<file path="src/rtl/ifdiv_pkg.sv">
package ifdiv_pkg;

    // fixed field widths
    localparam int MANT_W     = 64;
    localparam int EXP_IN_W   = 16;
    // difference of two exponents plus one step of adjust
    localparam int EXP_CALC_W = EXP_IN_W + 2;
    localparam int CNT_W      = $clog2(MANT_W);
    localparam int EXP_WIDTH_DEF = 16;

    // result status codes
    typedef enum logic [1:0] {
        ST_OK   = 2'd0,
        ST_DIV0 = 2'd1,
        ST_NORM = 2'd2,
        ST_OVF  = 2'd3
    } t_status;

    // request kinds
    typedef enum logic {
        REQ_INT   = 1'b0,
        REQ_FLOAT = 1'b1
    } t_req;

    // controller states
    typedef enum logic [1:0] {
        S_IDLE,
        S_DIVIDE,
        S_ROUND,
        S_FINISH
    } t_state;

    // commands from controller to datapath
    typedef struct packed {
        logic load;
        logic step;
        logic round;
        logic finish;
    } t_dp_cmd;

    // status from datapath to controller
    typedef struct packed {
        logic special;
    } t_dp_stat;

endpackage

</file>
<file path="src/rtl/int_and_float_divider.sv">
// Integer and floating-point divider. Raise start for one cycle while busy
// is low to hand over an item; the result appears on the o_q_* and o_status
// ports for exactly one cycle with o_done high, and must be taken then, as
// the block cannot be stalled. A regular division makes one restoring step
// per cycle through a single 65-bit subtractor for all 64 quotient bits, then
// forms the round bit in S_ROUND and the result in S_FINISH. Divide by zero,
// an unnormalized mantissa or a zero floating dividend skip the steps and go
// straight to S_FINISH. A new item can be started in the cycle o_done is high.
module int_and_float_divider
    import ifdiv_pkg::*;
#(
    parameter int EXP_WIDTH = EXP_WIDTH_DEF
) (
    input  logic                       i_clk,
    input  logic                       i_rst_n,
    input  logic                       start,
    output logic                       busy,
    input  logic                       i_req_type,
    input  logic [MANT_W-1:0]          i_a_value,
    input  logic                       i_a_signed,
    input  logic                       i_a_negative,
    input  logic                       i_a_zero,
    input  logic signed [EXP_IN_W-1:0] i_a_exponent,
    input  logic [MANT_W-1:0]          i_b_value,
    input  logic                       i_b_signed,
    input  logic                       i_b_negative,
    input  logic                       i_b_zero,
    input  logic signed [EXP_IN_W-1:0] i_b_exponent,
    output logic                       o_done,
    output logic [1:0]                 o_status,
    output logic [MANT_W-1:0]          o_q_value,
    output logic signed [EXP_IN_W-1:0] o_q_exponent,
    output logic                       o_q_signed,
    output logic                       o_q_negative,
    output logic                       o_q_zero
);

    t_dp_cmd  cmd;
    t_dp_stat stat;

    // sequencing
    ifdiv_ctrl u_ctrl (
        .i_clk   (i_clk),
        .i_rst_n (i_rst_n),
        .start   (start),
        .busy    (busy),
        .o_cmd   (cmd),
        .i_stat  (stat)
    );

    // operand registers, divider step and result forming
    ifdiv_dp #(
        .EXP_WIDTH (EXP_WIDTH)
    ) u_dp (
        .i_clk        (i_clk),
        .i_rst_n      (i_rst_n),
        .i_cmd        (cmd),
        .o_stat       (stat),
        .i_req_type   (i_req_type),
        .i_a_value    (i_a_value),
        .i_a_signed   (i_a_signed),
        .i_a_negative (i_a_negative),
        .i_a_zero     (i_a_zero),
        .i_a_exponent (i_a_exponent),
        .i_b_value    (i_b_value),
        .i_b_signed   (i_b_signed),
        .i_b_negative (i_b_negative),
        .i_b_zero     (i_b_zero),
        .i_b_exponent (i_b_exponent),
        .o_done       (o_done),
        .o_status     (o_status),
        .o_q_value    (o_q_value),
        .o_q_exponent (o_q_exponent),
        .o_q_signed   (o_q_signed),
        .o_q_negative (o_q_negative),
        .o_q_zero     (o_q_zero)
    );

endmodule

</file>
<file path="src/rtl/ifdiv_ctrl.sv">
module ifdiv_ctrl
    import ifdiv_pkg::*;
(
    input  logic     i_clk,
    input  logic     i_rst_n,
    input  logic     start,
    output logic     busy,
    output t_dp_cmd  o_cmd,
    input  t_dp_stat i_stat
);

    t_state            r_state, n_state;
    logic [CNT_W-1:0]  r_count, n_count;

    // state and step counter
    always_ff @(posedge i_clk) begin
        if (!i_rst_n) begin
            r_state <= S_IDLE;
            r_count <= '0;
        end else begin
            r_state <= n_state;
            r_count <= n_count;
        end
    end

    // next state and datapath commands
    always_comb begin
        n_state = r_state;
        n_count = r_count;
        o_cmd   = '0;
        unique case (r_state)
            S_IDLE: begin
                n_count = '0;
                if (start) begin
                    o_cmd.load = 1'b1;
                    n_state    = S_DIVIDE;
                end
            end
            S_DIVIDE: begin
                if (i_stat.special) begin
                    n_state = S_FINISH;
                end else begin
                    o_cmd.step = 1'b1;
                    n_count    = r_count + 1'b1;
                    if (r_count == CNT_W'(MANT_W - 1)) begin
                        n_state = S_ROUND;
                    end
                end
            end
            S_ROUND: begin
                o_cmd.round = 1'b1;
                n_state     = S_FINISH;
            end
            S_FINISH: begin
                o_cmd.finish = 1'b1;
                n_state      = S_IDLE;
            end
            default: n_state = S_IDLE;
        endcase
    end

    assign busy = (r_state != S_IDLE);

endmodule

</file>
<file path="src/rtl/ifdiv_dp.sv">
module ifdiv_dp
    import ifdiv_pkg::*;
#(
    parameter int EXP_WIDTH = EXP_WIDTH_DEF
) (
    input  logic                       i_clk,
    input  logic                       i_rst_n,
    input  t_dp_cmd                    i_cmd,
    output t_dp_stat                   o_stat,
    input  logic                       i_req_type,
    input  logic [MANT_W-1:0]          i_a_value,
    input  logic                       i_a_signed,
    input  logic                       i_a_negative,
    input  logic                       i_a_zero,
    input  logic signed [EXP_IN_W-1:0] i_a_exponent,
    input  logic [MANT_W-1:0]          i_b_value,
    input  logic                       i_b_signed,
    input  logic                       i_b_negative,
    input  logic                       i_b_zero,
    input  logic signed [EXP_IN_W-1:0] i_b_exponent,
    output logic                       o_done,
    output logic [1:0]                 o_status,
    output logic [MANT_W-1:0]          o_q_value,
    output logic signed [EXP_IN_W-1:0] o_q_exponent,
    output logic                       o_q_signed,
    output logic                       o_q_negative,
    output logic                       o_q_zero
);

    // range check width covers both the working exponent and the limits
    localparam int CmpW = (EXP_WIDTH + 1 > EXP_CALC_W) ? EXP_WIDTH + 1 : EXP_CALC_W;
    localparam logic signed [CmpW-1:0] ExpMax =
        CmpW'((64'sd1 <<< (EXP_WIDTH - 1)) - 64'sd1);
    localparam logic signed [CmpW-1:0] ExpMin = -ExpMax - CmpW'(1);

    // working registers
    logic                          r_float;
    logic                          r_sg;
    logic                          r_qneg;
    logic                          r_neg;
    logic                          r_spec;
    t_status                       r_spec_status;
    logic                          r_spec_zero;
    logic [MANT_W:0]               r_rem;
    logic [MANT_W-1:0]             r_q;
    logic [MANT_W-1:0]             r_b;
    logic signed [EXP_CALC_W-1:0]  r_exp;
    logic                          r_round;

    // operand preparation on accept
    logic                          ld_sg;
    logic [MANT_W-1:0]             ld_ma, ld_mb;
    logic                          ld_alt;
    logic                          ld_spec;
    t_status                       ld_spec_status;
    logic                          ld_spec_zero;
    logic signed [EXP_CALC_W-1:0]  ld_exp;

    always_comb begin
        ld_sg  = i_a_signed | i_b_signed;
        ld_ma  = (ld_sg && i_a_value[MANT_W-1]) ? (~i_a_value + 1'b1) : i_a_value;
        ld_mb  = (ld_sg && i_b_value[MANT_W-1]) ? (~i_b_value + 1'b1) : i_b_value;
        ld_alt = (i_a_value < i_b_value);
        ld_exp = EXP_CALC_W'(i_a_exponent) - EXP_CALC_W'(i_b_exponent)
                 - EXP_CALC_W'(ld_alt);
        ld_spec        = 1'b0;
        ld_spec_status = ST_OK;
        ld_spec_zero   = 1'b0;
        if (i_req_type == REQ_INT) begin
            if (i_b_value == '0) begin
                ld_spec        = 1'b1;
                ld_spec_status = ST_DIV0;
            end
        end else begin
            priority if (i_b_zero) begin
                ld_spec        = 1'b1;
                ld_spec_status = ST_DIV0;
            end else if (!i_b_value[MANT_W-1]) begin
                ld_spec        = 1'b1;
                ld_spec_status = ST_NORM;
            end else if (i_a_zero) begin
                ld_spec      = 1'b1;
                ld_spec_zero = 1'b1;
            end else if (!i_a_value[MANT_W-1]) begin
                ld_spec        = 1'b1;
                ld_spec_status = ST_NORM;
            end else begin
                // regular division
                ld_spec = 1'b0;
            end
        end
    end

    // one restoring step: compare, subtract, shift
    logic [MANT_W:0] st_part, st_diff, st_new;
    logic            st_ge;

    always_comb begin
        st_part = r_float ? r_rem : {r_rem[MANT_W-1:0], r_q[MANT_W-1]};
        st_ge   = (st_part >= {1'b0, r_b});
        st_diff = st_part - {1'b0, r_b};
        st_new  = st_ge ? st_diff : st_part;
    end

    // final rounding and exponent range
    logic [MANT_W:0]              fn_inc;
    logic [MANT_W-1:0]            fn_fq;
    logic signed [EXP_CALC_W-1:0] fn_exp;
    logic signed [CmpW-1:0]       fn_exp_w;
    logic                         fn_ovf;

    always_comb begin
        fn_inc   = {1'b0, r_q} + (MANT_W+1)'(r_round);
        fn_fq    = fn_inc[MANT_W] ? {1'b1, {(MANT_W-1){1'b0}}} : fn_inc[MANT_W-1:0];
        fn_exp   = r_exp + EXP_CALC_W'(fn_inc[MANT_W]);
        fn_exp_w = CmpW'(fn_exp);
        fn_ovf   = (fn_exp_w > ExpMax) || (fn_exp_w < ExpMin);
    end

    // working register updates
    always_ff @(posedge i_clk) begin
        if (i_cmd.load) begin
            r_float       <= (i_req_type == REQ_FLOAT);
            r_sg          <= ld_sg;
            r_qneg        <= ld_sg && (i_a_value[MANT_W-1] ^ i_b_value[MANT_W-1]);
            r_neg         <= i_a_negative ^ i_b_negative;
            r_spec        <= ld_spec;
            r_spec_status <= ld_spec_status;
            r_spec_zero   <= ld_spec_zero;
            r_exp         <= ld_exp;
            if (i_req_type == REQ_FLOAT) begin
                r_rem <= ld_alt ? {i_a_value, 1'b0} : {1'b0, i_a_value};
                r_q   <= '0;
                r_b   <= i_b_value;
            end else begin
                r_rem <= '0;
                r_q   <= ld_ma;
                r_b   <= ld_mb;
            end
        end else if (i_cmd.step) begin
            r_rem <= r_float ? {st_new[MANT_W-1:0], 1'b0} : st_new;
            r_q   <= {r_q[MANT_W-2:0], st_ge};
        end
        if (i_cmd.round) begin
            r_round <= (r_rem >= {1'b0, r_b});
        end
    end

    // result registers
    always_ff @(posedge i_clk) begin
        if (!i_rst_n) begin
            o_done <= 1'b0;
        end else begin
            o_done <= i_cmd.finish;
        end
    end

    always_ff @(posedge i_clk) begin
        if (i_cmd.finish) begin
            if (r_spec) begin
                o_status     <= r_spec_status;
                o_q_value    <= '0;
                o_q_exponent <= '0;
                o_q_signed   <= 1'b0;
                o_q_negative <= r_spec_zero ? r_neg : 1'b0;
                o_q_zero     <= r_spec_zero;
            end else if (r_float) begin
                o_status     <= fn_ovf ? ST_OVF : ST_OK;
                o_q_value    <= fn_fq;
                o_q_exponent <= fn_exp[EXP_IN_W-1:0];
                o_q_signed   <= 1'b0;
                o_q_negative <= r_neg;
                o_q_zero     <= 1'b0;
            end else begin
                o_status     <= ST_OK;
                o_q_value    <= r_qneg ? (~r_q + 1'b1) : r_q;
                o_q_exponent <= '0;
                o_q_signed   <= r_sg;
                o_q_negative <= 1'b0;
                o_q_zero     <= 1'b0;
            end
        end
    end

    assign o_stat.special = r_spec;

endmodule

</file>
<file path="config.mk">
export PLATFORM = sky130hd
export DESIGN_NAME = int_and_float_divider
export DESIGN_NICKNAME = d
export VERILOG_FILES = /design/src/rtl/ifdiv_pkg.sv /design/src/rtl/int_and_float_divider.sv /design/src/rtl/ifdiv_ctrl.sv /design/src/rtl/ifdiv_dp.sv
export SDC_FILE = /design/constraint.sdc
export NUM_CORES = 1
export LEC_CHECK = 0
export BUFFER_PORTS_ARGS = -buffer_cell sky130_fd_sc_hd__buf_2
export CELL_PAD_IN_SITES_DETAIL_PLACEMENT = 1
export CELL_PAD_IN_SITES_GLOBAL_PLACEMENT = 2
export CORE_ASPECT_RATIO = 0.8
export CORE_UTILIZATION = 42
export CTS_BUF_LIST = sky130_fd_sc_hd__clkbuf_8
export CTS_CLUSTER_DIAMETER = 150
export DETAILED_ROUTE_END_ITERATION = 16
export HOLD_SLACK_MARGIN = 0.15
export PLACE_DENSITY_LB_ADDON = 0.2
export SETUP_SLACK_MARGIN = 0.05
export SYNTH_ARGS = -nofsm -noshare
export SYNTH_HDL_FRONTEND = slang
export SYNTH_SLANG_ARGS = --single-unit
</file>
<file path="constraint.sdc">
create_clock -name i_clk -period 17.45 [get_ports i_clk]
set_input_delay 5.235 -clock i_clk [delete_from_list [all_inputs] [get_ports i_clk]]
set_output_delay 5.235 -clock i_clk [all_outputs]
set_load 0.05 [all_outputs]
</file>
==> results of run 1 <==
## sequential cells by signal (all words and copies together), names as in the netlist, 2 cells and up
name	count
u_dp.r_exp	18
u_dp.r_rem	65
u_ctrl.r_state	2
u_ctrl.r_count	6
u_dp.o_q_value	64
u_dp.o_q_exponent	16
u_dp.r_q	64
u_dp.r_spec_status	2
u_dp.o_status	2
u_dp.r_b	64
## cell type report
type                       instances  area (µm²)
fill                            7789       34700
multi-input combinational       2550       17500
sequential                       314        9340
timing repair buffer             286        1520
tap                              860        1080
inverter                         202         761
clock buffer                      55         757
clock inverter                    42         384
antenna                            5        12.5
## worst min path at each step
stage,from,end,slack [ns],cells past startpoint
finish,u_ctrl.r_count[5]$_SDFFE_PN0P_,u_ctrl.r_count[5]$_SDFFE_PN0P_,0.55,2
global route,u_ctrl.r_count[5]$_SDFFE_PN0P_,u_ctrl.r_count[5]$_SDFFE_PN0P_,0.59,2
CTS,u_ctrl.r_count[5]$_SDFFE_PN0P_,u_ctrl.r_count[5]$_SDFFE_PN0P_,0.55,2
detailed placement,u_ctrl.r_count[5]$_SDFFE_PN0P_,u_ctrl.r_count[5]$_SDFFE_PN0P_,0.55,2
global placement,u_ctrl.r_count[5]$_SDFFE_PN0P_,u_ctrl.r_count[5]$_SDFFE_PN0P_,0.49,2
floorplan,u_ctrl.r_count[5]$_SDFFE_PN0P_,u_ctrl.r_count[5]$_SDFFE_PN0P_,0.48,2
## synthesized netlist by cell type, drive strengths merged, types with 32 or more instances
cell,number,share of area [%]
a211oi,41,1.1
a21o,90,2.4
a21oi,234,4.1
a31oi,33,0.73
clkbuf,154,2.0
edfxtp,305,32
ha,221,9.8
inv,201,2.7
mux2,62,2.5
mux2i,76,2.7
nand2,299,4.0
nand3,67,1.2
nand4,67,1.5
nor2,240,3.2
nor2b,32,0.71
nor3,55,0.97
nor4,32,0.81
o21ai,215,3.8
o22ai,54,1.2
o31ai,56,1.5
or3,49,1.2
xnor2,152,4.7
xor2,75,2.3
## power by group through the flow
stage / Sequential, mW / Combinational (mW) / Clock [mW]
finish: 1.61 / 3.72 / 0.748
global route: 1.64 / 4.04 / 0.789
detailed placement: 1.62 / 3.65 / 0
CTS: 1.60 / 3.68 / 0.761
floorplan: 1.53 / 2.59 / 0
global placement: 1.60 / 3.56 / 0
## per-layer routing
metal | global-route usage, % | vias to the layer above
met4 | 7.32 | 6
met3 | 4.21 | 129
met5 | 0 | -
met1 | 44.8 | 13600
met2 | 49.7 | 927
li1 | - | 12500
## stage by stage
step           instance area [µm²]  setup WS, ns  instances  total power, mW
6_report                     31400          8.15       4314             6.08
5_1_grt                      31400          7.68       4309             6.47
4_1_cts                      31400          8.25       4309             6.05
3_3_place_gp                 30200          7.68       4212             5.16
2_1_floorplan                28300          8.36       3244             4.13
3_5_place_dp                 30200          7.55       4212             5.27
## cell families (layout without fill, tap and decap cells)
kind of cell               count (synthesis)  after routing
muxes                                    138            138
other                                      0              5
AOI/OAI and AO/OA                        973            973
buffers and inverters                    380            585
DFF                                      314            314
adders and majority gates                223            223
xor gates and xnor gates                 227            227
and+or+nand+nor                          989            989
## critical path: cells and delay by family
kind	cells	cell delay, ns
compound gates	8	2.00
fa+ha+maj	3	0.81
buf+inv	3	0.76
simple gates	3	0.71
xor+xnor	1	0.16
==> results.md, run 1 <==
- Status: finished clean
- CP max stage cell: inv_1
- Drt drc: 0
- Crit path capture: u_dp.r_exp[10]$_DFFE_PP_
- Initial core utilization: 42.8%
- Post-CTS setup buffer count: 0
- Critical Path Max Stage Delay: 0.51 ns
- Total Wirelength: 109 mm
- Post-synthesis mux area share: 5.17%
- Worst-path clk slew: 0.06 ns
- FF-to-FF setup slack: 11.13 ns
- Total grt overflow: 0
- Gates resized, CTS repair: 0
- Max Clk Rate: 108 MHz
- Post-Synth XOR/XNOR Area: 7.03%
- First-pass GRT wire length: 165 mm
- DR pass1 iterations: 5
- Syn Inst Count: 3244
- Critical path class: in2reg
- Sw frac: 50.1%
- Clk pwr share: 12.3%
- Lkg Pwr: 12.7 nW
- Register area share after synthesis: 33.0%
- Die ar.: 68400 µm²
- Post-Route Utilization: 47.5%
- CP Capture Type: flip-flop
- CTS Sinks: 314
- Area Growth Syn to Fin: 11.0%
- Post-Syn Area: 28300 µm²
- Worst vdd ir: 0.167 mV
- CTS H-tree depth: 2
- Wire length on met2: 48.7 mm
- Largest net degree at the start of global routing: 147
- Placer Congestion: 0.948
- WL per Instance: 25.3 µm
- Logic pwr share: 61.2%
- Crit Path Max Fanout: 23
- Power per cell area: 194 nW/µm²
- Initial DRC count: 2518
- Ys async rst share: 0%
- Number of top-level pins: 257
- Reg power frac: 26.5%
- Die X: 292 µm
- Pins Over Slew Limit: 0
- Slew headroom: 10.5%
- Tcrit/Tclk final: 53.3%
- CTS tree: done
- DR top layer: met5
- Most common cell after layout, fill and taps aside: edfxtp_1
- Num rows: 84
- RSZ-0062 raised after global routing: no
- Final net count: 3802
- M1 WL: 50.9 mm
- HPWL Detailed: 84.6 mm
- Synth Register Bits: 314
- Synth Area in Compound Gates: 22.4%
- Startpoint Class: input pin
- Final hold vios: 0
- Yosys Warn Count: 0
- Min Tclk post-route: 9.30 ns
- Synth cell types: 94
- Simple-gate share of the synthesized area: 17.3%
- Antenna violations before repair: 8
- Max-cap violations: 0
- Share of layout cells above drive strength 1: 14.0%
- Worst Path Required: 17.87 ns
- Final Hold Slack: 0.555 ns
- Depth of the worst register-to-register path: 19
- Routed vias: 27100
- Int Power: 3.03 mW
- Adder-Cell Fraction of Synth Area: 9.92%
- CTS Hold Bufs: 0
- Hold WC Path Type: reg2reg
- Clk buf depth: 3
- Commonest cells after routing, fill and taps aside: 305 x edfxtp_1, 295 x nand2_1, 256 x buf_2
- Vias in the first global route: 27200
- CP arrival: 9.71 ns
- Antenna viol nets, final: 0
- Worst R2R End: u_dp.o_status[1]$_DFFE_PP_
- NetSw: 3.04 mW
- Worst Skew: 0.0595 ns
- Worst Setup SP: i_b_value[33]
- Worst skew pair latency: 0.72 ns
- Main combinational cell family by area after synthesis: compound AO/OA/AOI/OAI gates
- Synthesized Nets: 3637
- Wire length on met3: 7.48 mm
- Post-synth EDFFs: 305
- Vias per cell: 6.28
- Syn_area_per_cell: 8.72 µm²
- RR Startpoint: u_dp.r_q[24]$_DFFE_PP_
- Cell repeated most along the worst path: ha_1
- Cell chain of the critical path: buf_2 -> inv_1 -> ha_1 -> a21o_1 -> a21o_1 -> a21oi_1 -> nand3_1 -> a211o_1 -> a21o_4 -> inv_1 -> ha_1 -> ha_1 -> o211ai_1 -> nor3_1 -> and2_0 -> o22a_1 -> o221ai_1 -> xor2_1
- Total Routing Usage GR: 31.3%
- Setup tns final: 0 ns
- Die Ht: 234 µm
- Worst Max-Slew Pin Slew: 1.33 ns
- Total CTS buffers: 55
- Root buffer cell: clkbuf_8
- Total core area: 66100 µm²
- Main synth FF type: edfxtp_1
- Port Buffers: 256
- Final setup violation count: 0
Note: power is estimated with default switching activity, not from simulation.
==> run 2: changes to the inputs <==
--- a/config.mk
+++ b/config.mk
@@ -9,7 +9,7 @@
 export CELL_PAD_IN_SITES_DETAIL_PLACEMENT = 1
 export CELL_PAD_IN_SITES_GLOBAL_PLACEMENT = 2
 export CORE_ASPECT_RATIO = 0.8
-export CORE_UTILIZATION = 42
+export CORE_UTILIZATION = 35
 export CTS_BUF_LIST = sky130_fd_sc_hd__clkbuf_8
 export CTS_CLUSTER_DIAMETER = 150
 export DETAILED_ROUTE_END_ITERATION = 16
==> constraint.sdc (replaced) <==
create_clock -name i_clk -period 8.25 [get_ports i_clk]
set_input_delay 2.475 -clock i_clk [delete_from_list [all_inputs] [get_ports i_clk]]
set_output_delay 2.475 -clock i_clk [all_outputs]
set_load 0.05 [all_outputs]
==> run 2 against run 1 <==
Against the previous run:
- sequential cell count unchanged
- critical path depth down 1
- largest power group unchanged
- clock power up 93%
- final cell count up 4.3%
- non-clock buffer count up 5
- die area up 20%
- worst setup slack worse by 6.3 ns
==> results.md, run 2 (same netlist as run 1, synthesis figures left out) <==
- Cell chain of the critical path: buf_2 -> ha_1 -> a2111oi_0 -> o21ai_0 -> a221o_1 -> a221oi_1 -> o21ai_0 -> a21o_4 -> inv_1 -> ha_1 -> ha_1 -> o211ai_1 -> nor3_1 -> and2_0 -> o22a_1 -> o221ai_1 -> xor2_1
- Hold path depth: 2 (unchanged)
- Cell repeated most along the worst path: ha_1
- Reg power frac: 26.8% (+0.3 points)
- Post-CTS setup buffer count: 0 (unchanged)
- Lkg Pwr: 12.7 nW (-0.22%)
- Multi-input logic area: 17600 µm² (about the same)
- Worst Max-Slew Pin Slew: 1.24 ns (-0.0926 ns)
- Commonest cells after routing, fill and taps aside: 305 x edfxtp_1, 295 x nand2_1, 256 x buf_2
- Largest register by flop count: u_dp.r_rem
- Routing usage on met2: 41.6% (-8.2 points)
- Logic pwr share: 61.9% (+0.7 points)
- Total Wirelength: 113 mm (+3.8%)
- Min Tclk post-route: 6.42 ns
- Total grt overflow: 0 (unchanged)
- Worst Skew: 0.0345 ns (-0.0251 ns)
- Worst-path clk slew: 0.06 ns (about the same)
- Total core area: 79400 µm² (+20%)
- Slew headroom: 17.3% (+6.8 points)
- Drt drc: 0 (unchanged)
- Antenna violations before repair: 5 (-3)
- Power per cell area: 404 nW/µm² (+110%)
- Area Growth Syn to Fin: 11.5%
- DR pass1 iterations: 6 (+1)
- GR Layer Usage met3: 3.39% (-0.82 points)
- Initial core utilization: 35.6% (-7.2 points)
- CTS Sinks: 314 (unchanged)
- Total CTS buffers: 57 (+3.6%)
- Max-cap violations: 0 (unchanged)
- Routed vias: 26900 (-0.55%)
- Placed Cells: 4391 (+4.2%)
- Tcrit/Tclk final: 77.8%
- Gr busiest metal: met2
- Worst skew pair latency: 0.70 ns (-0.02 ns)
- DP Area: 30500 µm² (+0.88%)
- Int Power: 6.26 mW (+110%)
- CTS H-tree depth: 2 (unchanged)
- FILL cells: 9404 (+21%)
- First-pass GRT wire length: 171 mm (+3.4%)
- CP arrival: 6.85 ns (-2.86 ns)
- Critical Path Max Stage Delay: 0.45 ns (-0.06 ns)
- CTS Hold Bufs: 0 (unchanged)
- CTS tree: done
- Total Routing Usage GR: 27.0% (-4.3 points)
- Non-Filler Instances: 4499 (+4.3%)
- Die ar.: 81900 µm² (+20%)
- NetSw: 6.49 mW (+110%)
- Post-Route Utilization: 39.7% (-7.8 points)
- Largest net degree at the start of global routing: 105 (-29%)
- RSZ-0062 raised after global routing: no
- Final setup margin: 1.83 ns (-6.33 ns)
- Port Buffers: 256 (unchanged)
- Num rows: 92 (+9.5%)
- Most common cell after layout, fill and taps aside: edfxtp_1
- Final net count: 3809 (+0.18%)
- Clk pwr share: 11.3% (-1.0 points)
- Depth of the worst register-to-register path: 19 (unchanged)
- Initial DRC count: 2023 (-20%)
- WL per Instance: 25.2 µm (-0.47%)
- Vias in the first global route: 27400 (+0.57%)
- Share of layout cells above drive strength 1: 14.2% (+0.18 points)
- Vias per cell: 5.99 (-4.6%)
- Number of top-level pins: 257 (unchanged)
- Critical path class: in2reg
- HPWL Detailed: 87.2 mm (+3.1%)
- Hold WC Path Type: reg2reg
- Area occupied by registers: 9340 µm² (unchanged)
- Placer Congestion: 0.931 (-1.8%)
- Sw frac: 50.9% (+0.83 points)
- Die X: 320 µm (+9.5%)
- Place WS: 1.17 ns (-6.38 ns)
- Max Clk Rate: 156 MHz
- Root buffer cell: clkbuf_8
- Final setup violation count: 0 (unchanged)
- Gates resized, CTS repair: 0 (unchanged)
- Met1 usage: 39.9% (-5.0 points)
- Worst Path Required: 8.68 ns (-9.19 ns)
- Max FFs per register: 65 (unchanged)
- Startpoint Class: input pin
- Setup tns final: 0 ns (unchanged)
- Pins Over Slew Limit: 0 (unchanged)
- Crit Path Max Fanout: 8 (-65%)
- Worst vdd ir: 0.239 mV (+43%)
- Final hold vios: 0 (unchanged)
- Clk buf depth: 3 (unchanged)
- Final instance area: 31500 µm² (+0.47%)
- Antenna viol nets, final: 0 (unchanged)
- Die Ht: 256 µm (+9.5%)
- CP max stage cell: a2111oi_0
- Status: finished clean
- CP Capture Type: flip-flop
[run 2: cell count changes in the layout (fill, tap and decap cells not counted), moves of 2 or more]
cell       change
clkbuf_8       +3
buf_4          +5
nor2_2         +2
nor2_1         -2
clkinv_2       +4
clkinv_1       +8
clkinv_8       -2
bufinv_16      -6
[run 2: worst max-delay path: cells and delay by family]
family,cells,cell delay [ns]
adders and majority gates,3,0.74
buffers and inverters,2,0.37
AOI/OAI and AO/OA,9,2.48
xor gates and xnor gates,1,0.17
and+or+nand+nor,2,0.62
[run 2: worst paths after layout]
kind	startpoint	end	slack (ns)
setup / recovery	i_a_value[43]	u_dp.r_exp[10]$_DFFE_PP_	1.83
hold / removal	u_ctrl.r_count[5]$_SDFFE_PN0P_	u_ctrl.r_count[5]$_SDFFE_PN0P_	0.53
setup reg to reg	u_dp.r_q[24]$_DFFE_PP_	u_dp.o_status[1]$_DFFE_PP_	2.04
hold reg to reg	u_ctrl.r_count[5]$_SDFFE_PN0P_	u_ctrl.r_count[5]$_SDFFE_PN0P_	0.53
[run 2: cell type report]
type,instances,area share [%]
Clock inverter,46,0.718
Inverter,202,2.41
Clock buffer,58,2.53
Timing Repair Buffer,291,4.94
Sequential cell,314,29.6
Multi-Input combinational cell,2550,55.7
Tap cell,1034,4.10
Antenna cell,4,0.0317
[run 2: per-layer routing]
metal	vias to the layer above	wire length [µm]
met2	854	49100
met4	0	2240
met3	133	7240
met5	-	0
met1	13500	54900
li1	12500	-
[run 2: power by group through the flow]
| stage | logic [mW] | registers (mW) | clock network (mW) |
|---|---|---|---|
| after global routing | 8.58 | 3.49 | 1.53 |
| after detailed placement | 7.76 | 3.43 | 0 |
| after global placement | 7.62 | 3.40 | 0 |
| after floorplan | 5.49 | 3.24 | 0 |
| final | 7.89 | 3.42 | 1.44 |
| after CTS | 7.81 | 3.40 | 1.48 |
[run 2: through the flow]
step	hold WS, ns	total power [mW]
4_1_cts	0.544	12.7
3_3_place_gp	0.495	11.0
5_1_grt	0.590	13.6
3_5_place_dp	0.537	11.2
6_report	0.534	12.7
2_1_floorplan	0.481	8.73
